$ cat config.mk
export PLATFORM = sky130hd
export DESIGN_NAME = vns_ctrl
export DESIGN_NICKNAME = d
export VERILOG_FILES = /design/src/hw/rtl/vns_pkg.sv /design/src/hw/rtl/vns_ctrl.sv
export VERILOG_INCLUDE_DIRS = /design/src /design/src/hw/rtl
export SDC_FILE = /design/constraint.sdc
export NUM_CORES = 1
export LEC_CHECK = 0
export BUFFER_PORTS_ARGS = -buffer_cell sky130_fd_sc_hd__buf_2
export CAP_MARGIN = 25
export CELL_PAD_IN_SITES_DETAIL_PLACEMENT = 1
export CELL_PAD_IN_SITES_GLOBAL_PLACEMENT = 2
export CORE_MARGIN = 2
export CORE_UTILIZATION = 30
export DETAILED_ROUTE_END_ITERATION = 8
export PLACE_DENSITY = 0.93
export REMOVE_ABC_BUFFERS = 1
export SLEW_MARGIN = 20
export SYNTH_ARGS = -nofsm -noshare
export SYNTH_HDL_FRONTEND = slang
export SYNTH_SLANG_ARGS = --single-unit
$ cat constraint.sdc
create_clock -name clk -period 4.75 [get_ports clk]
set_input_delay 1.1875 -clock clk [delete_from_list [all_inputs] [get_ports clk]]
set_output_delay 1.1875 -clock clk [all_outputs]
set_load 0.01 [all_outputs]
$ cat src/hw/rtl/voronoi_nearest_seed_edge_assert.svh
// Assertion macros shared by the nearest-seed block.
// Needs signals clk and arst_n in the module that uses them.
`ifndef VORONOI_NEAREST_SEED_EDGE_ASSERT_SVH
`define VORONOI_NEAREST_SEED_EDGE_ASSERT_SVH

// Condition implies consequence in the same cycle.
`define VNS_ASSERT_NOW(label, cond, conseq, msg) \
	label: assert property (@(posedge clk) disable iff (!arst_n) (cond) |-> (conseq)) \
		else $error(msg);

// Condition implies consequence in the following cycle.
`define VNS_ASSERT_NEXT(label, cond, conseq, msg) \
	label: assert property (@(posedge clk) disable iff (!arst_n) (cond) |=> (conseq)) \
		else $error(msg);

`endif

$ cat src/hw/rtl/vns_pkg.sv
// Types, constants and codes of the nearest-seed block.
// No dependencies.
package vns_pkg;

	localparam int SEED_SLOTS   = 64;
	localparam int GRID_COLUMNS = 128;
	localparam int GRID_ROWS    = 32;

	localparam int IDX_W  = 6;
	localparam int X_W    = 15;
	localparam int Y_W    = 13;
	localparam int R_W    = 16;
	localparam int CX_W   = 7;
	localparam int CY_W   = 5;
	localparam int EW_W   = 12;
	localparam int ENT_W  = X_W + Y_W + R_W;
	localparam int DX2_W  = 2 * X_W;
	localparam int DY2_W  = 2 * Y_W;
	localparam int D_W    = DX2_W + 1;
	localparam int R2_W   = 2 * R_W;
	localparam int RAD_W  = 32;
	localparam int ROOT_W = RAD_W / 2;
	localparam int NUM_W  = ROOT_W + 9;
	localparam int EDGE_W = 9;

	localparam logic [EW_W-1:0] EDGE_WIDTH_RESET = 12'd384;
	localparam logic [CX_W-1:0] CX_MAX = CX_W'(GRID_COLUMNS - 1);
	localparam logic [CY_W-1:0] CY_MAX = CY_W'(GRID_ROWS - 1);

	localparam logic ACT_WRITE = 1'b0;
	localparam logic ACT_QUERY = 1'b1;

	typedef struct packed {
		logic              action;
		logic [IDX_W-1:0]  seed_index;
		logic [X_W-1:0]    seed_x;
		logic [Y_W-1:0]    seed_y;
		logic [R_W-1:0]    seed_radius;
		logic              seed_active;
		logic [CX_W-1:0]   cell_x;
		logic [CY_W-1:0]   cell_y;
	} in_item_t;

	typedef struct packed {
		logic [IDX_W-1:0]  owner;
		logic              covered;
		logic [R_W-1:0]    nearest_distance;
		logic [EDGE_W-1:0] edge_proximity;
	} out_item_t;

	typedef struct packed {
		logic             write;
		logic             start_query;
		logic             scan_valid;
		logic [IDX_W-1:0] scan_addr;
		logic             sqrt_go;
		logic             sqrt_sel;
		logic             div_go;
		logic             load_out;
	} cmd_t;

	typedef struct packed {
		logic       scan_busy;
		logic [1:0] hits;
		logic       sqrt_busy;
		logic       div_busy;
	} stat_t;

endpackage

$ cat src/hw/rtl/vns_ctrl.sv
// Controller state machine: takes seed writes and sequences scan, roots, divide and result hand-off.
// Depends on vns_pkg and the assertion macro header.
`include "voronoi_nearest_seed_edge_assert.svh"

module vns_ctrl (
	input  logic           clk,
	input  logic           arst_n,
	input  logic           in_valid,
	input  logic           in_action,
	output logic           in_stall,
	output logic           out_valid,
	input  logic           out_stall,
	input  vns_pkg::stat_t stat,
	output vns_pkg::cmd_t  cmd
);

	localparam logic [3:0] S_IDLE     = 4'd0;
	localparam logic [3:0] S_SCAN     = 4'd1;
	localparam logic [3:0] S_DRAIN    = 4'd2;
	localparam logic [3:0] S_SQ1_GO   = 4'd3;
	localparam logic [3:0] S_SQ1_WAIT = 4'd4;
	localparam logic [3:0] S_SQ2_GO   = 4'd5;
	localparam logic [3:0] S_SQ2_WAIT = 4'd6;
	localparam logic [3:0] S_DIV_GO   = 4'd7;
	localparam logic [3:0] S_DIV_WAIT = 4'd8;
	localparam logic [3:0] S_OUT      = 4'd9;

	logic [3:0]                state_q, state_n;
	logic [vns_pkg::IDX_W-1:0] cnt_q;
	logic                      out_valid_q;
	logic                      accept;
	logic                      load;

	assign in_stall = (state_q != S_IDLE);
	assign accept   = in_valid && !in_stall;
	assign load     = (state_q == S_OUT) && (!out_valid_q || !out_stall);

	// Next state and commands
	always_comb begin
		state_n         = state_q;
		cmd             = '0;
		cmd.scan_addr   = cnt_q;
		unique case (state_q)
			S_IDLE: begin
				if (accept) begin
					if (in_action == vns_pkg::ACT_QUERY) begin
						cmd.start_query = 1'b1;
						state_n         = S_SCAN;
					end else begin
						cmd.write = 1'b1;
					end
				end
			end
			S_SCAN: begin
				cmd.scan_valid = 1'b1;
				if (cnt_q == vns_pkg::IDX_W'(vns_pkg::SEED_SLOTS - 1))
					state_n = S_DRAIN;
			end
			S_DRAIN: begin
				if (!stat.scan_busy)
					state_n = (stat.hits == 2'd0) ? S_OUT : S_SQ1_GO;
			end
			S_SQ1_GO: begin
				cmd.sqrt_go  = 1'b1;
				cmd.sqrt_sel = 1'b0;
				state_n      = S_SQ1_WAIT;
			end
			S_SQ1_WAIT: begin
				if (!stat.sqrt_busy)
					state_n = (stat.hits == 2'd2) ? S_SQ2_GO : S_OUT;
			end
			S_SQ2_GO: begin
				cmd.sqrt_go  = 1'b1;
				cmd.sqrt_sel = 1'b1;
				state_n      = S_SQ2_WAIT;
			end
			S_SQ2_WAIT: begin
				if (!stat.sqrt_busy)
					state_n = S_DIV_GO;
			end
			S_DIV_GO: begin
				cmd.div_go = 1'b1;
				state_n    = S_DIV_WAIT;
			end
			S_DIV_WAIT: begin
				if (!stat.div_busy)
					state_n = S_OUT;
			end
			S_OUT: begin
				if (load) begin
					cmd.load_out = 1'b1;
					state_n      = S_IDLE;
				end
			end
			default: state_n = S_IDLE;
		endcase
	end

	// State, scan counter and result valid
	always_ff @(posedge clk or negedge arst_n) begin
		if (!arst_n) begin
			state_q     <= S_IDLE;
			cnt_q       <= '0;
			out_valid_q <= 1'b0;
		end else begin
			state_q <= state_n;
			if (cmd.start_query)
				cnt_q <= '0;
			else if (cmd.scan_valid)
				cnt_q <= cnt_q + vns_pkg::IDX_W'(1);
			if (load)
				out_valid_q <= 1'b1;
			else if (!out_stall)
				out_valid_q <= 1'b0;
		end
	end

	assign out_valid = out_valid_q;

	`VNS_ASSERT_NEXT(a_sqrt_starts, cmd.sqrt_go, stat.sqrt_busy, "root unit did not start")
	`VNS_ASSERT_NEXT(a_div_starts, cmd.div_go, stat.div_busy, "divider did not start")
	`VNS_ASSERT_NEXT(a_load_shows, load, out_valid_q, "loaded result not shown")
	`VNS_ASSERT_NOW(a_no_scan_out, state_q == S_SCAN, !cmd.load_out, "result loaded mid-scan")

endmodule

After elaboration in Yosys (flattened, before gate mapping)
Cells that the tools add are included.
{ "op_classes": {"addsub": 1, "n_eq_ne": 20, "muxes": 24, "n_reduce_logical": 11} }
{ "op_table": {"columns": ["cell", "n"], "rows": [
  ["two-way mux 4 bit", 10],
  ["case mux 4 bit (10 select lines)", 1],
  ["equality test 4 x 3 -> 1 bit (second input constant)", 4],
  ["inequality test 2 bit (second input constant)", 8],
  ["two-way mux 6 bit", 2],
  ["equality test 4 x 2 -> 1 bit (second input constant)", 2],
  ["equality test 4 bit (second input constant)", 2],
  ["two-way mux 1 bit", 8],
  ["AND reduction 8 bit", 1],
  ["adder 6 x 1 -> 6 bit (second input constant)", 1],
  ["equality test 6 bit (second input constant)", 1],
  ["equality test 4 x 1 -> 1 bit (second input constant)", 1],
  ["logical NOT 4 bit", 1],
  ["two-way mux 2 bit", 2],
  ["case mux 2 bit (2 select lines)", 1],
  ["nonzero test 4 bit", 1],
  ["logical NOT 1 bit", 3],
  ["equality test 2 bit (second input constant)", 1],
  ["logical AND 1 bit", 2],
  ["logical NOT 2 bit", 1],
  ["inequality test 2 x 1 -> 1 bit (second input constant)", 1],
  ["nonzero test 2 bit", 1],
  ["logical OR 1 bit", 1]
]} }
{ "word_totals": {"ff_bits": 11, "input_bits": 10, "wordCells": 59} }

Logic depth before layout (Yosys ltp)
Gate-level depths: netlist (run 1).
{ "logic_depth": {"ltp_word": 6, "mapped_depth": 6, "mapped_depth_nobuf": 5} }

Least setup slack after synthesis (run 1)
No wires, ideal clock.
{ "synth_path": {"kind": "input-to-output", "from": "input in_valid", "to": "output cmd[11] (netlist name)", "arrival_time_ps": 1564, "path_slack_ps": 1998, "stages": 2, "cell_sequence": "and3_1 > clkbuf_1"} }
{ "synth_lines": {"columns": ["element", "line_no", "source"], "rows": [
  ["start, declared", "vns_ctrl.sv:8", "input logic in_valid,"],
  ["end, declared", "vns_ctrl.sv:14", "output vns_pkg::cmd_t cmd"]
]} }

==> flow_summary.yaml, run 1 <==
yosys:
  synth_seq_cells: 11
  synthArstFlopShare_pct: 100
  yosysSeqAreaShare_pct: 36.9
  synthCells: 84
  synth_edf_count: 0
  syn_avg_cell_area_um2: 8.88
  ys_warn_count: 0
  syn_area_um2: 746
  synth.distinct_cells: 37
  synth_ff_type: "dfrtp_1"
placement:
  hpwl_mm: 1.32
  io_buffers: 24
  placedCellCount: 131
  routabilityCongestion: 0.712
power:
  power_density_nw_per_um2: 645
  leakage_nw: 0.436
  vdd_ir_drop_max_uv: 319
clock_network:
  htree_levels: 1
  cts_root_buf: "clkbuf_4"
  clock-sinks: 11
  cts_buffers: 3
  clock_latency_ns: 0.26
  cts_tree: "done"
  cts_buffer_depth: 2
  hold_buffers: 0
  path_clk_slew_ns: 0.07
  cts_setup_buffers: 0
  cts_resized: 0
worst_hold_path:
  min_from: "out_valid"
  holdPathStages: 2
  hp-class: "register to register"
  min_delay_worst_endpoint: "out_valid"
worst_setup_path:
  worstSetupPathType: "register to primary output"
  r2r-start: "state_q[2]"
  path_cells: "nor4_1 > and3_1 > buf_2"
  path_max_fanout: 18
  endpoint_kind: "primary output"
  critPathRequiredTime_ns: 3.56
  critical_path_arrival_ns: 1.93
  cp_slowest_cell: "dfrtp_1"
  path_buf_inv: 1
  reg2reg_slack_ns: 2.54
  r2r_cells: 4
  cp-start-kind: "register"
  path_delay_family: "simple AND/OR/NAND/NOR gates"
  max_stage_delay_ns: 0.58
  r2r-end: "state_q[3]"
finish:
  final_cell_mix: "buf_2 (24), dfrtp_1 (11), nand2_1 (10)"
  fin_cells: 135
  fin_nets: 117
  syn2layout_area_growth_pct: 19.3
  mostFrequentLayoutCell: "buf_2"
  diodes: 0
  drive_gt1_share_pct: 29.5
routing:
  drtIter0Drc: 14
  wl_met3_um: 57
  drcViolationCount: 0
  ant_nets: 0
  met1_length_um: 820
  viasPerCell: 5.27
  dr_total_vias: 712
  topRoutingLayerUsed: "met3"
  wl_per_cell_um: 12.9
  drt_first_pass_iters: 4
  routed_wirelength_mm: 1.74
  wl_met2_um: 865
timing:
  setup_violations: 0
  fmax_mhz: 320
  fin_crit_sh_pct: 65.7
  fin_crit_ns: 3.12
  rsz0062_at_grt: "no"
  finalHoldViolations: 0
  finalMaxSlewViolations: 0
  worst_pin_slew_ns: 0.851
  slew_headroom_pct: 43.2
  setup_tns_ns: 0
  holdWs_ns: 0.518
  finClkSkew_ns: 0.00157
grt:
  grt_max_degree: 19
  antenna_found_initial: 0
  grt_first_pass_wirelength_mm: 2.90
  grtUsageTotal_pct: 13.4
  grt_pass1_vias: 668
  grt_overflow: 0
die:
  die_h_um: 53.9
  num_rows: 18
  pin_count: 25
  initial_core_util_pct: 30.9
  die-area_um2: 2900
  die_x_um: 53.9
  core_um2: 2410
status:
  status: "complete, no violations"
job:
  cap_violations: 0
==> state kept, by name, summed over array words and instances (netlist names) <==
signal     count
cnt_q          6
out_valid      1
state_q        4
==> final cells by class <==
type                       instances  area [um^2]
inverter                           3         11.3
sequential                        11          275
clock buffer                       4         26.3
timing repair buffer              24          120
fill                             293         1520
tap                               30         37.5
multi-input combinational         63          419
==> logic make-up (layout without fill, tap and decap cells) <==
kind of cell | after synthesis | in the layout | share of synthesized area [%]
AO/OA/AOI/OAI | 15 | 15 | 13.1
AND/OR/NAND/NOR | 38 | 38 | 29.7
adder cells (fa/ha/maj) | 1 | 1 | 1.68
XOR/XNOR | 6 | 6 | 7.05
buffers and inverters | 10 | 31 | 6.88
multiplexers | 3 | 3 | 4.70
flip-flops | 11 | 11 | 36.9
==> cells in the mapped netlist, types with 2 or more instances <==
cell / n / area, um^2
dfrtp_1: 11 / 275
nand2_1: 10 / 37.5
nor2_1: 9 / 33.8
xor2_1: 4 / 35.0
a21oi_1: 3 / 15.0
clkbuf_1: 3 / 11.3
inv_1: 3 / 11.3
a31oi_1: 2 / 12.5
and3_1: 2 / 12.5
buf_2: 2 / 10.0
mux2i_1: 2 / 20.0
nand2b_1: 2 / 12.5
nand4_1: 2 / 12.5
nor4_1: 2 / 12.5
o21ai_0: 2 / 10.0
o21ai_1: 2 / 10.0
o31ai_1: 2 / 15.0
xnor2_1: 2 / 17.5
==> power by group <==
part / internal, mW / leakage, nW / switching (mW) / total, mW
registers: 0.129 / 0.144 / 0.0849 / 0.214
logic: 0.147 / 0.278 / 0.151 / 0.297
clock network: 0.0324 / 0.0150 / 0.0294 / 0.0618
==> routing by layer <==
metal	vias to the layer above	global-route usage (%)
met5	-	0
met4	0	5.13
met3	0	0.833
met2	18	22.4
met1	352	18.0
li1	342	-
==> how the worst max path moves through the flow <==
stage / startpoint / endpoint / slack [ns] / cells after the start
4_1_cts: state_q[1] / cmd[11] / 1.59 / 3
3_3_place_gp: in_valid / cmd[11] / 1.83 / 3
6_report: state_q[1] / cmd[11] / 1.63 / 3
5_1_grt: state_q[1] / cmd[11] / 1.49 / 3
3_5_place_dp: in_valid / cmd[11] / 1.78 / 3
2_1_floorplan: in_valid / cmd[11] / 2.10 / 1
==> per-stage QoR <==
| stage | power (mW) | setup slack (ns) | cell area (um^2) | util (%) |
|---|---|---|---|---|
| 3_3_place_gp | 0.501 | 1.83 | 863 | 35.8 |
| 3_5_place_dp | 0.514 | 1.78 | 863 | 35.8 |
| 6_report | 0.573 | 1.63 | 890 | 36.9 |
| 2_1_floorplan | 0.410 | 2.10 | 706 | - |
| 5_1_grt | 0.627 | 1.49 | 890 | 36.9 |
| 4_1_cts | 0.580 | 1.59 | 890 | 36.9 |
==> tightest hold or removal path: cells and delay by family, from the launching register on <==
family	cells	cell delay [ns]
flops	1	0.36
simple gates	2	0.13
No activity file was read; power rests on OpenSTA's default activity.
==> run 2: changes to the inputs <==
Settings changed: CORE_UTILIZATION 30 to 25, PLACE_DENSITY 0.93 to 0.84.
Clock period 4.75 ns to 2.54 ns, I/O delays scaled along.
==> flow_summary.yaml, run 2 (synthesis results as in run 1) <==
placement:
  preCtsSetupSlack_ns: 0.330
  io_buffers: 24
  routabilityCongestion: 0.753
  hpwl_mm: 1.47
worst_setup_path:
  critPathRequiredTime_ns: 1.90
  cp-start-kind: "register"
  reg2reg_slack_ns: 0.55
  r2r-end: "state_q[3]"
  critical_path_arrival_ns: 1.60
  r2r-start: "state_q[3]"
  path_max_fanout: 7
  endpoint_kind: "primary output"
  r2r_cells: 4
  worstSetupPathType: "register to primary output"
clock_network:
  path_clk_slew_ns: 0.07
  clock-sinks: 11
  cts_buffers: 3
  htree_levels: 1
  clock_latency_ns: 0.26
  cts_buffer_depth: 2
  cts_resized: 0
  hold_buffers: 0
  cts_root_buf: "clkbuf_4"
  cts_tree: "done"
  cts_setup_buffers: 0
timing:
  setup_ws_ns: 0.302
  slew_headroom_pct: 57.7
  setup_violations: 0
  setup_tns_ns: 0
  fmax_mhz: 447
  holdWs_ns: 0.230
  finClkSkew_ns: 0.00275
  worst_pin_slew_ns: 0.619
  fin_crit_sh_pct: 88.1
  rsz0062_at_grt: "no"
  fin_crit_ns: 2.24
  finalMaxSlewViolations: 0
  finalHoldViolations: 0
finish:
  drive_gt1_share_pct: 32.7
  largest_reg_flops: 6
  final_cell_mix: "buf_2 (24), dfrtp_1 (11), nand2_1 (10)"
  diodes: 0
  top_register: "cnt_q"
  fin_nets: 122
  mostFrequentLayoutCell: "buf_2"
  syn2layout_area_growth_pct: 24.5
die:
  num_rows: 19
  core_um2: 2810
  die-area_um2: 3440
  pin_count: 25
  die_x_um: 58.6
  die_h_um: 58.6
  initial_core_util_pct: 26.6
grt:
  grt_max_degree: 15
  grtUsageTotal_pct: 11.3
  grt_pass1_vias: 648
  grt_first_pass_wirelength_mm: 2.97
  grt_overflow: 0
  antenna_found_initial: 0
worst_hold_path:
  hp-class: "input port to async pin"
power:
  pwr-share-clk_pct: 10.5
  comb_power_share_pct: 57.9
  p_sw_mw: 0.504
  leakage_nw: 0.462
  p_int_mw: 0.620
  p_seq_share_pct: 31.5
  vdd_ir_drop_max_uv: 426
  switching_share_pct: 44.8
  power_density_nw_per_um2: 1210
routing:
  drt_first_pass_iters: 6
  wl_met2_um: 872
  drtIter0Drc: 10
  dr_total_vias: 710
  wl_met3_um: 49
  ant_nets: 0
  routed_wirelength_mm: 1.86
  drcViolationCount: 1
  met1_length_um: 905
  viasPerCell: 5.04
  topRoutingLayerUsed: "met4"
  wl_per_cell_um: 13.2
status:
  status: "finished, violations left"
  violations: "DRC"
job:
  cap_violations: 0
==> run 2: power by group through the flow <==
stage	Clock [mW]	Combinational, mW	Sequential (mW)
after global placement	0	0.638	0.353
after detailed placement	0	0.657	0.359
final	0.118	0.651	0.354
after global routing	0.130	0.726	0.372
after CTS	0.120	0.661	0.355
after floorplan	0	0.389	0.377
==> run 2: how the worst max path moves through the flow <==
stage               start         end
2_1_floorplan  state_q[2]  state_q[3]
4_1_cts        state_q[2]     cmd[11]
3_3_place_gp     in_valid  state_q[3]
6_report       state_q[2]     cmd[11]
3_5_place_dp     in_valid  state_q[3]
5_1_grt        state_q[2]     cmd[11]
==> run 2: worst max-delay path: stages (launching register included) <==
cell and delay [ns]:
dfrtp_1 0.47, nor4_1 0.48, and3_1 0.25, buf_2 0.14
==> run 2: layout make-up <==
type,instances,area [um^2]
well taps,31,38.8
flip-flops and latches,11,275
repair buffers,29,158
clock buffers,4,26.3
fillers,358,1880
multi-input cells,63,419
inverters,3,11.3
==> run 2: per-stage QoR <==
stage	instance area (um^2)	util [%]	power (mW)	std cells
floorplan	706	-	0.766	77
global placement	902	32.2	0.991	137
detailed placement	902	32.2	1.02	137
CTS	928	33.1	1.14	141
global route	928	33.1	1.23	141
finish	928	33.1	1.12	141
==> run 2: layer usage <==
| layer | vias up | track usage, % |
|---|---|---|
| met3 | 4 | 0.659 |
| met4 | 0 | 5.84 |
| met2 | 14 | 17.5 |
| met1 | 339 | 15.9 |
| met5 | - | 0 |
| li1 | 353 | - |
==> run 3: changes to the inputs <==
Clock period 2.54 ns to 1.94 ns, I/O delays scaled along.
==> flow_summary.yaml, run 3 (synthesis results as in run 1) <==
timing:
  worst_pin_slew_ns: 0.397
  holdWs_ns: 0.0777
  finalHoldViolations: 0
  slew_headroom_pct: 73.5
  fmax_mhz: 510
  setup_violations: 1
  rsz0062_at_grt: "yes"
  fin_crit_ns: 1.96
  finalMaxSlewViolations: 0
  finClkSkew_ns: 0.000611
  fin_crit_sh_pct: 101
  setup_ws_ns: -0.0222
  setup_tns_ns: -0.0222
routing:
  topRoutingLayerUsed: "met4"
  drtIter0Drc: 11
  wl_met2_mm: 1.07
  met1_length_mm: 1.05
  dr_total_vias: 770
  ant_nets: 0
  viasPerCell: 5.00
  drcViolationCount: 1
  wl_per_cell_um: 14.4
  routed_wirelength_mm: 2.22
  drt_first_pass_iters: 6
  wl_met3_um: 53
power:
  p_seq_share_pct: 24.4
  leakage_nw: 0.541
  switching_share_pct: 43.1
  finalPower_mw: 1.97
  vdd_ir_drop_max_uv: 672
  pwr-share-clk_pct: 7.9
  p_sw_mw: 0.848
  power_density_nw_per_um2: 1730
  comb_power_share_pct: 67.7
  p_int_mw: 1.12
grt:
  grtUsageTotal_pct: 12.8
  grt_overflow: 0
  grt_max_degree: 12
  grt_pass1_vias: 751
  antenna_found_initial: 0
  grt_first_pass_wirelength_mm: 3.33
finish:
  multi_input_area_um2: 498
  diodes: 0
  final_area_um2: 1140
  fin_nets: 135
  seq_area_um2: 280
  final_cell_mix: "buf_2 (23), buf_4 (15), nor2_1 (9), nand2_1 (9), dfrtp_1 (7)"
  utilization_pct: 40.5
  top_register: "cnt_q"
  syn2layout_area_growth_pct: 52.3
  drive_gt1_share_pct: 49.6
  largest_reg_flops: 6
  fin_cells: 154
  mostFrequentLayoutCell: "buf_2"
  n_fill_cell: 342
placement:
  io_buffers: 24
  placed_area_um2: 940
  placedCellCount: 142
  routabilityCongestion: 0.725
  hpwl_mm: 1.49
  preCtsSetupSlack_ns: -0.0760
die:
  die-area_um2: 3440
  num_rows: 19
  die_x_um: 58.6
  die_h_um: 58.6
  core_um2: 2810
  initial_core_util_pct: 26.6
  pin_count: 25
worst_setup_path:
  path_max_fanout: 6
  worstSetupPathType: "register to primary output"
  reg2reg_slack_ns: 0.03
  critical_path_arrival_ns: 1.48
  startpoint: "state_q[1]"
  cp-start-kind: "register"
  endpoint_kind: "primary output"
  crit_path_end: "cmd[10]"
  r2r-start: "state_q[3]"
  r2r_cells: 5
  critPathRequiredTime_ns: 1.45
  r2r-end: "state_q[3]"
clock_network:
  cts_root_buf: "clkbuf_4"
  clock-sinks: 11
  clock_latency_ns: 0.26
  cts_buffer_depth: 2
  path_clk_slew_ns: 0.07
  htree_levels: 1
  cts_tree: "done"
  cts_buffers: 3
  hold_buffers: 0
status:
  violations: "DRC, setup timing"
  status: "finished, violations left"
worst_hold_path:
  hp-class: "input port to async pin"
job:
  cap_violations: 0
==> run 3: cell types whose count changed in the layout (fill, tap and decap cells not counted), sizes merged <==
cell / change
buf: +13
==> run 3: metal layers <==
metal | vias to the layer above | GRT usage, %
met5 | - | 0
met4 | 0 | 6.82
met3 | 4 | 0.879
met2 | 14 | 22.0
met1 | 372 | 16.1
li1 | 380 | -
==> run 3: repair_timing <==
item,4_1_cts,5_1_grt
endpoints found under the setup margin,6,8
gates resized for setup,6,15
pin swaps,0,2
setup buffers,2,6
==> run 3: layout make-up <==
type / count / area share [%]
Sequential cell: 11 / 24.7
Timing Repair Buffer: 42 / 24.8
Multi-Input combinational cell: 63 / 43.8
Tap cell: 31 / 3.41
Inverter: 3 / 0.991
Clock buffer: 4 / 2.31
==> run 3: worst min-delay path by stage <==
stage	endpoint	slack [ns]
6_report	cnt_q[0]	0.08
5_1_grt	cnt_q[0]	0.08
4_1_cts	cnt_q[0]	0.08
3_5_place_dp	cnt_q[0]	0.37
3_3_place_gp	cnt_q[0]	0.37
2_1_floorplan	cnt_q[0]	0.19
==> run 3: worst max-delay path, stage by stage, from the launching register on <==
cell and delay, ns:
dfrtp_2 0.46, buf_6 0.15, nor4b_4 0.32, buf_4 0.18
buf_6 0.09
==> run 3: power by group through the flow <==
stage                     Combinational [mW]  Clock [mW]  Sequential (mW)
after floorplan                        0.509           0            0.494
after global placement                 0.929           0            0.454
after detailed placement               0.964           0            0.458
after CTS                               1.03       0.160            0.472
after global routing                    1.44       0.173            0.497
final                                   1.33       0.156            0.479
