$ cat src/hw/rtl/voronoi_nearest_seed_edge_assert.svh
// Assertion macros shared by the nearest-seed block.
// Needs signals clk and arst_n in the module that uses them.
`ifndef VORONOI_NEAREST_SEED_EDGE_ASSERT_SVH
`define VORONOI_NEAREST_SEED_EDGE_ASSERT_SVH

// Condition implies consequence in the same cycle.
`define VNS_ASSERT_NOW(label, cond, conseq, msg) \
	label: assert property (@(posedge clk) disable iff (!arst_n) (cond) |-> (conseq)) \
		else $error(msg);

// Condition implies consequence in the following cycle.
`define VNS_ASSERT_NEXT(label, cond, conseq, msg) \
	label: assert property (@(posedge clk) disable iff (!arst_n) (cond) |=> (conseq)) \
		else $error(msg);

`endif

$ cat src/hw/rtl/vns_pkg.sv
// Types, constants and codes of the nearest-seed block.
// No dependencies.
package vns_pkg;

	localparam int SEED_SLOTS   = 64;
	localparam int GRID_COLUMNS = 128;
	localparam int GRID_ROWS    = 32;

	localparam int IDX_W  = 6;
	localparam int X_W    = 15;
	localparam int Y_W    = 13;
	localparam int R_W    = 16;
	localparam int CX_W   = 7;
	localparam int CY_W   = 5;
	localparam int EW_W   = 12;
	localparam int ENT_W  = X_W + Y_W + R_W;
	localparam int DX2_W  = 2 * X_W;
	localparam int DY2_W  = 2 * Y_W;
	localparam int D_W    = DX2_W + 1;
	localparam int R2_W   = 2 * R_W;
	localparam int RAD_W  = 32;
	localparam int ROOT_W = RAD_W / 2;
	localparam int NUM_W  = ROOT_W + 9;
	localparam int EDGE_W = 9;

	localparam logic [EW_W-1:0] EDGE_WIDTH_RESET = 12'd384;
	localparam logic [CX_W-1:0] CX_MAX = CX_W'(GRID_COLUMNS - 1);
	localparam logic [CY_W-1:0] CY_MAX = CY_W'(GRID_ROWS - 1);

	localparam logic ACT_WRITE = 1'b0;
	localparam logic ACT_QUERY = 1'b1;

	typedef struct packed {
		logic              action;
		logic [IDX_W-1:0]  seed_index;
		logic [X_W-1:0]    seed_x;
		logic [Y_W-1:0]    seed_y;
		logic [R_W-1:0]    seed_radius;
		logic              seed_active;
		logic [CX_W-1:0]   cell_x;
		logic [CY_W-1:0]   cell_y;
	} in_item_t;

	typedef struct packed {
		logic [IDX_W-1:0]  owner;
		logic              covered;
		logic [R_W-1:0]    nearest_distance;
		logic [EDGE_W-1:0] edge_proximity;
	} out_item_t;

	typedef struct packed {
		logic             write;
		logic             start_query;
		logic             scan_valid;
		logic [IDX_W-1:0] scan_addr;
		logic             sqrt_go;
		logic             sqrt_sel;
		logic             div_go;
		logic             load_out;
	} cmd_t;

	typedef struct packed {
		logic       scan_busy;
		logic [1:0] hits;
		logic       sqrt_busy;
		logic       div_busy;
	} stat_t;

endpackage

$ cat src/hw/rtl/vns_sqrt.sv
// Iterative integer square root, one result bit per cycle.
// Depends on vns_pkg.
module vns_sqrt (
	input  logic                       clk,
	input  logic                       arst_n,
	input  logic                       go,
	input  logic [vns_pkg::RAD_W-1:0]  radicand,
	output logic                       busy,
	output logic                       done,
	output logic [vns_pkg::ROOT_W-1:0] root
);

	logic                       busy_q;
	logic                       done_q;
	logic [3:0]                 cnt_q;
	logic [vns_pkg::RAD_W-1:0]  val_q;
	logic [vns_pkg::ROOT_W+1:0] rem_q;
	logic [vns_pkg::ROOT_W-1:0] root_q;
	logic [vns_pkg::ROOT_W+3:0] rem_n;
	logic [vns_pkg::ROOT_W+3:0] trial;

	// Bring down two radicand bits and try the next root bit
	assign rem_n = {rem_q, val_q[vns_pkg::RAD_W-1 -: 2]};
	assign trial = {2'b00, root_q, 2'b01};

	// Control: count sixteen steps
	always_ff @(posedge clk or negedge arst_n) begin
		if (!arst_n) begin
			busy_q <= 1'b0;
			done_q <= 1'b0;
			cnt_q  <= '0;
		end else begin
			done_q <= 1'b0;
			if (go) begin
				busy_q <= 1'b1;
				cnt_q  <= '0;
			end else if (busy_q) begin
				cnt_q <= cnt_q + 4'd1;
				if (cnt_q == 4'd15) begin
					busy_q <= 1'b0;
					done_q <= 1'b1;
				end
			end
		end
	end

	// Datapath: restoring square root step
	always_ff @(posedge clk) begin
		if (go) begin
			val_q  <= radicand;
			rem_q  <= '0;
			root_q <= '0;
		end else if (busy_q) begin
			val_q <= {val_q[vns_pkg::RAD_W-3:0], 2'b00};
			if (rem_n >= trial) begin
				rem_q  <= (vns_pkg::ROOT_W+2)'(rem_n - trial);
				root_q <= {root_q[vns_pkg::ROOT_W-2:0], 1'b1};
			end else begin
				rem_q  <= (vns_pkg::ROOT_W+2)'(rem_n);
				root_q <= {root_q[vns_pkg::ROOT_W-2:0], 1'b0};
			end
		end
	end

	assign busy = busy_q;
	assign done = done_q;
	assign root = root_q;

endmodule

$ cat src/hw/rtl/vns_div.sv
// Iterative restoring divider, one quotient bit per cycle.
// Depends on vns_pkg.
module vns_div (
	input  logic                      clk,
	input  logic                      arst_n,
	input  logic                      go,
	input  logic [vns_pkg::NUM_W-1:0] num,
	input  logic [vns_pkg::EW_W-1:0]  den,
	output logic                      busy,
	output logic [vns_pkg::NUM_W-1:0] quo
);

	logic                      busy_q;
	logic [4:0]                cnt_q;
	logic [vns_pkg::NUM_W-1:0] num_q;
	logic [vns_pkg::NUM_W-1:0] quo_q;
	logic [vns_pkg::EW_W-1:0]  den_q;
	logic [vns_pkg::EW_W-1:0]  rem_q;
	logic [vns_pkg::EW_W:0]    rem_n;

	assign rem_n = {rem_q, num_q[vns_pkg::NUM_W-1]};

	// Control: count one step per numerator bit
	always_ff @(posedge clk or negedge arst_n) begin
		if (!arst_n) begin
			busy_q <= 1'b0;
			cnt_q  <= '0;
		end else if (go) begin
			busy_q <= 1'b1;
			cnt_q  <= '0;
		end else if (busy_q) begin
			cnt_q <= cnt_q + 5'd1;
			if (cnt_q == 5'(vns_pkg::NUM_W - 1))
				busy_q <= 1'b0;
		end
	end

	// Datapath: shift, compare, subtract
	always_ff @(posedge clk) begin
		if (go) begin
			num_q <= num;
			den_q <= den;
			rem_q <= '0;
			quo_q <= '0;
		end else if (busy_q) begin
			num_q <= {num_q[vns_pkg::NUM_W-2:0], 1'b0};
			if (rem_n >= {1'b0, den_q}) begin
				rem_q <= vns_pkg::EW_W'(rem_n - {1'b0, den_q});
				quo_q <= {quo_q[vns_pkg::NUM_W-2:0], 1'b1};
			end else begin
				rem_q <= vns_pkg::EW_W'(rem_n);
				quo_q <= {quo_q[vns_pkg::NUM_W-2:0], 1'b0};
			end
		end
	end

	assign busy = busy_q;
	assign quo  = quo_q;

endmodule

$ cat src/hw/rtl/vns_datapath.sv
// Datapath: seed memory, scan pipeline, nearest tracking, root and divide units.
// Depends on vns_pkg, vns_sqrt and vns_div.
module vns_datapath (
	input  logic                     clk,
	input  logic                     arst_n,
	input  vns_pkg::in_item_t        in_item,
	input  logic                     cfg_we,
	input  logic [vns_pkg::EW_W-1:0] cfg_wdata,
	input  vns_pkg::cmd_t            cmd,
	output vns_pkg::stat_t           stat,
	output vns_pkg::out_item_t       out_item
);

	logic [vns_pkg::ENT_W-1:0]     seed_mem [vns_pkg::SEED_SLOTS];
	logic [vns_pkg::SEED_SLOTS-1:0] active_q;
	logic [vns_pkg::EW_W-1:0]      edge_width_q;
	logic [vns_pkg::X_W-1:0]       px_q;
	logic [vns_pkg::Y_W-1:0]       py_q;

	logic                          v_s1, v_s2;
	logic                          act_s1, act_s2;
	logic [vns_pkg::IDX_W-1:0]     idx_s1, idx_s2;
	logic [vns_pkg::ENT_W-1:0]     rd_s1;
	logic [vns_pkg::DX2_W-1:0]     dx2_s2;
	logic [vns_pkg::DY2_W-1:0]     dy2_s2;
	logic [vns_pkg::R2_W-1:0]      r2_s2;

	logic [vns_pkg::X_W-1:0]       sx, dx;
	logic [vns_pkg::Y_W-1:0]       sy, dy;
	logic [vns_pkg::R_W-1:0]       sr;
	logic [vns_pkg::D_W-1:0]       d;
	logic                          hit;
	logic [vns_pkg::CX_W-1:0]      cx;
	logic [vns_pkg::CY_W-1:0]      cy;

	logic [1:0]                    hits_q;
	logic [vns_pkg::D_W-1:0]       d1_q, d2_q;
	logic [vns_pkg::IDX_W-1:0]     best_q;
	logic                          sel_q;
	logic [vns_pkg::ROOT_W-1:0]    s1_q, s2_q;

	logic                          sq_busy, sq_done;
	logic [vns_pkg::ROOT_W-1:0]    sq_root;
	logic [vns_pkg::RAD_W-1:0]     radicand;
	logic                          dv_busy;
	logic [vns_pkg::NUM_W-1:0]     dv_num, dv_quo;
	logic [vns_pkg::EW_W-1:0]      dv_den;
	logic [vns_pkg::ROOT_W-1:0]    diff;

	// Configuration register
	always_ff @(posedge clk or negedge arst_n) begin
		if (!arst_n)
			edge_width_q <= vns_pkg::EDGE_WIDTH_RESET;
		else if (cfg_we)
			edge_width_q <= cfg_wdata;
	end

	// Seed memory: write on load item, registered read while scanning
	always_ff @(posedge clk) begin
		if (cmd.write && ({1'b0, in_item.seed_index} < (vns_pkg::IDX_W+1)'(vns_pkg::SEED_SLOTS)))
			seed_mem[in_item.seed_index] <= {in_item.seed_x, in_item.seed_y,
				in_item.seed_radius};
		if (cmd.scan_valid)
			rd_s1 <= seed_mem[cmd.scan_addr];
	end

	// Active marks, cleared by reset
	always_ff @(posedge clk or negedge arst_n) begin
		if (!arst_n)
			active_q <= '0;
		else if (cmd.write &&
			({1'b0, in_item.seed_index} < (vns_pkg::IDX_W+1)'(vns_pkg::SEED_SLOTS)))
			active_q[in_item.seed_index] <= in_item.seed_active;
	end

	// Latch the query cell, saturated to the grid
	assign cx = (in_item.cell_x > vns_pkg::CX_MAX) ? vns_pkg::CX_MAX : in_item.cell_x;
	assign cy = (in_item.cell_y > vns_pkg::CY_MAX) ? vns_pkg::CY_MAX : in_item.cell_y;

	always_ff @(posedge clk) begin
		if (cmd.start_query) begin
			px_q <= vns_pkg::X_W'({cx, 8'h00});
			py_q <= vns_pkg::Y_W'({cy, 8'h00});
		end
	end

	// Scan pipeline valid flags
	always_ff @(posedge clk or negedge arst_n) begin
		if (!arst_n) begin
			v_s1 <= 1'b0;
			v_s2 <= 1'b0;
		end else begin
			v_s1 <= cmd.scan_valid;
			v_s2 <= v_s1;
		end
	end

	// Stage one to two: distances and squares
	assign {sx, sy, sr} = rd_s1;
	assign dx = (px_q >= sx) ? px_q - sx : sx - px_q;
	assign dy = (py_q >= sy) ? py_q - sy : sy - py_q;

	always_ff @(posedge clk) begin
		if (cmd.scan_valid) begin
			idx_s1 <= cmd.scan_addr;
			act_s1 <= active_q[cmd.scan_addr];
		end
		if (v_s1) begin
			dx2_s2 <= vns_pkg::DX2_W'(dx) * vns_pkg::DX2_W'(dx);
			dy2_s2 <= vns_pkg::DY2_W'(dy) * vns_pkg::DY2_W'(dy);
			r2_s2  <= vns_pkg::R2_W'(sr) * vns_pkg::R2_W'(sr);
			idx_s2 <= idx_s1;
			act_s2 <= act_s1;
		end
	end

	// Stage two: coverage test and nearest pair update
	assign d   = {1'b0, dx2_s2} + vns_pkg::D_W'(dy2_s2);
	assign hit = act_s2 && ({1'b0, d} <= r2_s2);

	always_ff @(posedge clk or negedge arst_n) begin
		if (!arst_n)
			hits_q <= '0;
		else if (cmd.start_query)
			hits_q <= '0;
		else if (v_s2 && hit && hits_q != 2'd2)
			hits_q <= hits_q + 2'd1;
	end

	always_ff @(posedge clk) begin
		if (v_s2 && hit) begin
			if (hits_q == 2'd0 || d < d1_q) begin
				d2_q   <= d1_q;
				d1_q   <= d;
				best_q <= idx_s2;
			end else if (hits_q == 2'd1 || d < d2_q) begin
				d2_q <= d;
			end
		end
	end

	// Shared square root over nearest and second distances
	assign radicand = (vns_pkg::RAD_W)'(cmd.sqrt_sel ? d2_q : d1_q);

	vns_sqrt u_sqrt (
		.clk      (clk),
		.arst_n   (arst_n),
		.go       (cmd.sqrt_go),
		.radicand (radicand),
		.busy     (sq_busy),
		.done     (sq_done),
		.root     (sq_root)
	);

	always_ff @(posedge clk) begin
		if (cmd.sqrt_go)
			sel_q <= cmd.sqrt_sel;
		if (sq_done) begin
			if (sel_q)
				s2_q <= sq_root;
			else
				s1_q <= sq_root;
		end
	end

	// Edge quotient: rounded diff * 256 / width
	assign diff   = (s2_q >= s1_q) ? s2_q - s1_q : '0;
	assign dv_den = (edge_width_q == '0) ? vns_pkg::EW_W'(1) : edge_width_q;
	assign dv_num = vns_pkg::NUM_W'({diff, 8'h00}) + vns_pkg::NUM_W'(dv_den >> 1);

	vns_div u_div (
		.clk    (clk),
		.arst_n (arst_n),
		.go     (cmd.div_go),
		.num    (dv_num),
		.den    (dv_den),
		.busy   (dv_busy),
		.quo    (dv_quo)
	);

	// Result register
	always_ff @(posedge clk) begin
		if (cmd.load_out) begin
			if (hits_q == 2'd0) begin
				out_item.owner            <= '0;
				out_item.covered          <= 1'b0;
				out_item.nearest_distance <= '1;
				out_item.edge_proximity   <= '0;
			end else begin
				out_item.owner            <= best_q;
				out_item.covered          <= 1'b1;
				out_item.nearest_distance <= s1_q;
				if (hits_q == 2'd2 && dv_quo < vns_pkg::NUM_W'(256))
					out_item.edge_proximity <= 9'd256 - dv_quo[8:0];
				else
					out_item.edge_proximity <= '0;
			end
		end
	end

	assign stat.scan_busy = v_s1 | v_s2;
	assign stat.hits      = hits_q;
	assign stat.sqrt_busy = sq_busy;
	assign stat.div_busy  = dv_busy;

endmodule

$ cat config.mk
export PLATFORM = sky130hd
export DESIGN_NAME = vns_datapath
export DESIGN_NICKNAME = d
export VERILOG_FILES = /design/src/hw/rtl/voronoi_nearest_seed_edge_assert.svh /design/src/hw/rtl/vns_pkg.sv /design/src/hw/rtl/vns_sqrt.sv /design/src/hw/rtl/vns_div.sv /design/src/hw/rtl/vns_datapath.sv
export SDC_FILE = /design/constraint.sdc
export NUM_CORES = 2
export LEC_CHECK = 0
export BUFFER_PORTS_ARGS = -buffer_cell sky130_fd_sc_hd__buf_2
export CAP_MARGIN = 30
export CORE_AREA = 8 8 528 659
export CTS_CLUSTER_SIZE = 12
export DETAILED_ROUTE_END_ITERATION = 10
export DIE_AREA = 0 0 536 667
export GPL_ROUTABILITY_DRIVEN = 0
export PLACE_DENSITY = 0.6
export SLEW_MARGIN = 20
export SYNTH_ARGS = -nofsm -noshare
export SYNTH_HDL_FRONTEND = slang
export SYNTH_SLANG_ARGS = --single-unit
$ cat constraint.sdc
create_clock -name clk -period 25.4 [get_ports clk]
set_clock_uncertainty 0.05 [all_clocks]
set_input_delay 3.81 -clock clk [delete_from_list [all_inputs] [get_ports clk]]
set_output_delay 3.81 -clock clk [all_outputs]
set_load 0.02 [all_outputs]
; ---- Yosys cells after proc, flatten, opt, wreduce, memory -nomap -nowiden
; Memory sizes are Yosys's and may differ from the RTL's. A register that Yosys moved wholly into a read port is not among the register bits.
; Index checks and enable logic that the tools add are counted.
; Widths: inputs -> output; s select.
[word_totals]
output_inout_bits = 37
memories = 1
inputBits = 92
ff_bits = 479
elab_cells = 133
mem_bits_rw = 2816
[memory_table]
columns = name, words, word_bits, read_ports, rd_clocked_by_memory_dff, wr, line
row1 = seed_mem, 64, 44, 1, 1, 1, vns_datapath.sv:14  ; logic [vns_pkg::ENT_W-1:0] seed_mem [vns_pkg::SEED_SLOTS];
[classes]
n_lt_le_gt_ge = 14
eq_ne = 5
reduce_logical = 18
bitwise_logic = 3
muxes = 39
n_mul = 3
addsub = 13
[op_table]
columns = cell, count
row1 = $mux 31, 3
row2 = $bwmux 64, 1
row3 = $mux 32, 2
row4 = $lt 31x31->1, 2
row5 = $mux 25, 2
row6 = $le 31x32->1, 1
row7 = $mul 16x16->32, 1
row8 = $add 30x26->31, 1
row9 = $mul 15x15->30, 1
row10 = $sub 15x15->15, 2
row11 = $mul 13x13->26, 1
row12 = $mux 26, 1
row13 = $sub 13x13->13, 2
row14 = $add 24x11->25, 1
row15 = $lt 25x9->1 const B, 1
row16 = $mux 12, 2
row17 = $ge 20x18->1, 1
row18 = $mux 18, 1
row19 = $sub 18x18->18, 1
row20 = $ge 16x16->1, 1
row21 = $mux 16, 1
row22 = $sub 16x16->16, 1
row23 = $ge 15x15->1, 1
row24 = $mux 1, 15
row25 = 33 further kinds, 49

; ---- Depth between registers and ports, before layout
[logic_depth]
depth_word = 7
mapped_depth = 36
depth_no_buf = 33

; ---- Hierarchy
; A second synthesis with hierarchy kept.
[unflattened]
hier_cells = 8368
area_unflattened_um2 = 151736.8
[modules_own_cells]
columns = module, cells_per_inst, area_each_um2, seq_area_each_um2, n_inst
row1 = vns_datapath, 7681, 144045.7, 95213.8, 1
row2 = vns_sqrt, 373, 3976.3, 1791.7, 1
row3 = vns_div, 314, 3714.8, 2001.9, 1

; ---- Least setup slack after synthesis
; No wires, ideal clock.
[synth_path]
path_kind = input to register
startpoint = in in_item[61] (netlist name)
endpoint = reg active_q[59] (netlist name)
path_stages = 6
arrival_time_ps = 8325
slack_ps = 16944
required_time_ps = 25269
n_path_buf = 1
setup_ps = 81
path_cell_list = clkbuf_1 -> nand4_1 -> inv_1 -> nand2_1 -> nor3b_1 -> mux2_2
[synth_between]
elab_chain_cells = 5
elab_cells_between_ends = 6
classes_between = order compare: 2 / mux: 3 / reduce/logical: 1
[synth_rtl]
columns = item, line
row1 = "start, declared", vns_datapath.sv:6  ; input vns_pkg::in_item_t in_item,
row2 = $lt 6x7->1 (implied by the code) or $ge 6x1->1 (tied branches), vns_datapath.sv:73  ; active_q[in_item.seed_index] <= in_item.seed_active;
row3 = $logic_and 1x1->1 (implied by the code), vns_datapath.sv:73
row4 = $mux 1 (implied by the code), vns_datapath.sv:73
row5 = $demux 1 s6 *, vns_datapath.sv:73
row6 = $bwmux 64 *, vns_datapath.sv:73
row7 = "end signal, assigned by index", vns_datapath.sv:73
row8 = "end, declared", vns_datapath.sv:15  ; logic [vns_pkg::SEED_SLOTS-1:0] active_q;
; Every way passes the cells marked *; elsewhere a longest branch is shown, timed or not.
; A chain may end at the register's enable or synchronous reset.

; ---- Worst setup path after layout
[layout_path]
startpoint = reg rd_s1[29] (netlist name) (read register of seed_mem)
endpoint = reg dx2_s2[29] (netlist name), data pin
[layout_between]
elab_chain_cells = 3
elab_cells_between_ends = 5
classes_between = add/sub: 2 / mul: 1 / order compare: 1 / mux: 1
[layout_rtl]
columns = item, line
row1 = "start, declared", vns_datapath.sv:23  ; logic [vns_pkg::ENT_W-1:0] rd_s1;
row2 = $sub 15x15->15 or $ge 15x15->1 (tied branches), vns_datapath.sv:100  ; assign dx = (px_q >= sx) ? px_q - sx : sx - px_q;
row3 = $mux 15 *, vns_datapath.sv:100
row4 = $mul 15x15->30 *, vns_datapath.sv:109  ; dx2_s2 <= vns_pkg::DX2_W'(dx) * vns_pkg::DX2_W'(dx);
row5 = "end signal, assigned", vns_datapath.sv:109
row6 = "end, declared", vns_datapath.sv:24  ; logic [vns_pkg::DX2_W-1:0] dx2_s2;
; Marks and branches as above.

==> flow_summary.ini <==
[placement]
pre_cts_slack_ps = 15460
dpl.cell_count = 12765
port_buffers = 127
dp_hpwl_mm = 232.8

[global_route]
grt_pass1_wl_mm = 567.7
grt_util_all_layers_pct = 21.77
antenna_found_initial = 40
grt_max_degree = 121
grt_pass1_vias = 82278
grt_overflow = 0

[layout]
instances_no_fill = 13366
fin_nets = 9642
fill_cells = 27236
area_growth_pct = 12.06
drive_gt1_share_pct = 21.93

[synth]
ys_seq_area_share_pct = 65.51
synth_cells = 8344
synth_nets = 9288
yosys-top-cells-area = edfxtp_1, mux4_2, fa_1
synth-async-reset-ratio_pct = 2.758
netlist.area_leader.share_pct = 63.05
netlist-cell-type-count = 94
synth_commonest_cells = edfxtp_1, mux4_2, inv_1, ha_1, nor2_1
synth_area_um2 = 151100
avgSynthCellArea_um2 = 18.11
yosysTopAreaCell = edfxtp_1
ys_ff_latch = 3336
synth_edf_count = 3173
synth_most_common_cell = edfxtp_1
synth_ff_type = edfxtp_1
yosys_warnings = 0

[sta]
clock.fmax_mhz = 101.2
worst-slew-pin-transition_ps = 1110
final-setup-viol-count = 0
fin_setup_tns_ps = 0
drv_slew = 0
hold_viol = 0
rsz0062_at_grt = false
setup_ws_ps = 15520
finalCritPeriodShare_pct = 38.90
fin_crit_ps = 9880
relSlewSlack_pct = 26.00

[cts]
cts_buffer_depth = 4
root_buffer = clkbuf_16
postCtsHoldBufs = 0
cts_sinks = 3336
h-tree-depth = 5
cts_inserted_buffers = 342
postCtsResizedCells = 0
cts_tree = built
post_cts_buffers = 0
insertion_delay_ps = 950
clk_pin_slew_ps = 60

[outcome]
run_status = finished clean

[floorplan]
die_area_um2 = 357500
dieWidth_um = 536
chipHeight_um = 667
rows = 239
fp.coreArea_um2 = 337600
start_util_pct = 44.76
pin_count = 129

[routing]
drt-initial-drc-count = 7889
drc = 0
first_pass_iters = 5
vias_per_cell = 5.844
routed_wl_mm = 394.3
vias = 78109
detail-route-antenna-nets = 0
wl_per_cell_um = 29.50

[worst_setup_path]
worstPathRequired_ps = 25980
worst-setup-path-type = reg -> reg
arrival_ps = 10460
r2r_setup_slack_ps = 15520
worst_r2r_path_depth = 31
reg2reg_from = rd_s1[29]
worstSetupEndpointType = flip-flop
r2r-end = dx2_s2[29]
cp_slowest_stage_delay_ps = 660
crit_top_cell = fa_1
slowest_stage = xor2_1
critPathLaunchType = flip-flop
cp_max_fo = 15

[hold_path]
hold_path_class = reg -> reg
hold_path_depth = 0
whs_endpoint = best_q[3]
hold_start = idx_s2[3]

[flow_run]
cap_violations = 0
==> metal layers <==
layer	vias up	track usage [%]	part of all wire [%]
met3	627	3.390	6.8
met5	-	0	0.040
li1	32760	-	-
met2	2741	37.94	51
met4	24	5.935	3.0
met1	41957	28.56	39
==> worst max-delay path by stage <==
stage                startpoint            to  slack [ps]  cells past startpoint
floorplan           in_item[61]  active_q[59]       16940                      6
detailed placement    rd_s1[29]    dx2_s2[29]       15460                     31
finish                rd_s1[29]    dx2_s2[29]       15520                     31
global placement      rd_s1[29]    dx2_s2[29]       15520                     31
global route          rd_s1[29]    dx2_s2[29]       14850                     32
CTS                   rd_s1[29]    dx2_s2[29]       15430                     31
==> logic make-up (layout without fill, tap and decap cells) <==
kind of cell    count (synthesis)  count (layout)  synth area share [%]
buf+inv                      1170            1724                 2.938
fa+ha+maj                     852             852                 9.051
simple gates                 1037            1037                 3.149
mux                          1182            1182                 15.69
other cells                     0              10                     0
compound gates                571             571                 2.481
flops                        3336            3336                 65.51
xor+xnor                      196             196                 1.178
==> critical path, delay by kind of cell, from the launching register on <==
kind / cells / cell delay (ps)
flip-flops: 1 / 360
XOR/XNOR: 2 / 750
buffers and inverters: 7 / 740
AO/OA/AOI/OAI: 10 / 3210
AND/OR/NAND/NOR: 4 / 870
adder cells (fa/ha/maj): 8 / 3600
==> sequential cells by signal, indices dropped and copies added (netlist names), 18 cells and up <==
register	cells
dy2_s2	25
active_q	64
u_sqrt.val_q	32
u_div.quo	25
rd_s1	44
u_sqrt.rem_q	18
r2_s2	31
d1_q	31
out_item	32
u_div.num_q	25
dx2_s2	29
d2_q	31
seed_mem	2816
==> layout by cell type, fill, tap and decap left out, types with 41 or more instances in the layout <==
master,Yosys,layout
a211oi_1,41,41
a21o_1,82,82
a21oi_1,166,166
and2_1,58,58
buf_12,0,49
buf_2,18,116
buf_4,5,145
clkbuf_1,218,95
clkbuf_16,0,346
clkinv_1,5,43
dfrtp_1,90,87
dfxtp_1,71,71
edfxtp_1,3173,3173
fa_1,402,402
ha_1,450,450
inv_1,827,827
mux2_2,132,132
mux2i_1,113,113
mux4_2,935,935
nand2_1,287,287
nor2_1,425,363
nor2_4,0,62
o21ai_0,91,89
xnor2_1,120,120
xor2_1,69,69
==> layout make-up <==
cell class	instances	area, um2	area share, %
Clock buffer	446	9084	5.364
Sequential cell	3336	99010	58.47
Inverter	836	3138	1.853
Multi-Input combinational cell	3838	48180	28.45
Tap cell	4458	5578	3.294
Clock inverter	98	814.5	0.4810
Timing Repair Buffer	344	3520	2.078
Antenna cell	10	25.02	0.01478
==> stage by stage <==
stage | util (%) | area [um2] | hold WS (ps)
after floorplan | - | 151100 | 350.3
after global placement | 46.72 | 157700 | 351.6
after detailed placement | 46.92 | 158400 | 354.5
after CTS | 49.85 | 168300 | 368.0
after global routing | 50.16 | 169300 | 365.5
final | 50.16 | 169400 | 355.7
Power is left out: the tool's default activity adds up to more than one toggle a clock period on the data nets, which glitch-free logic cannot reach.
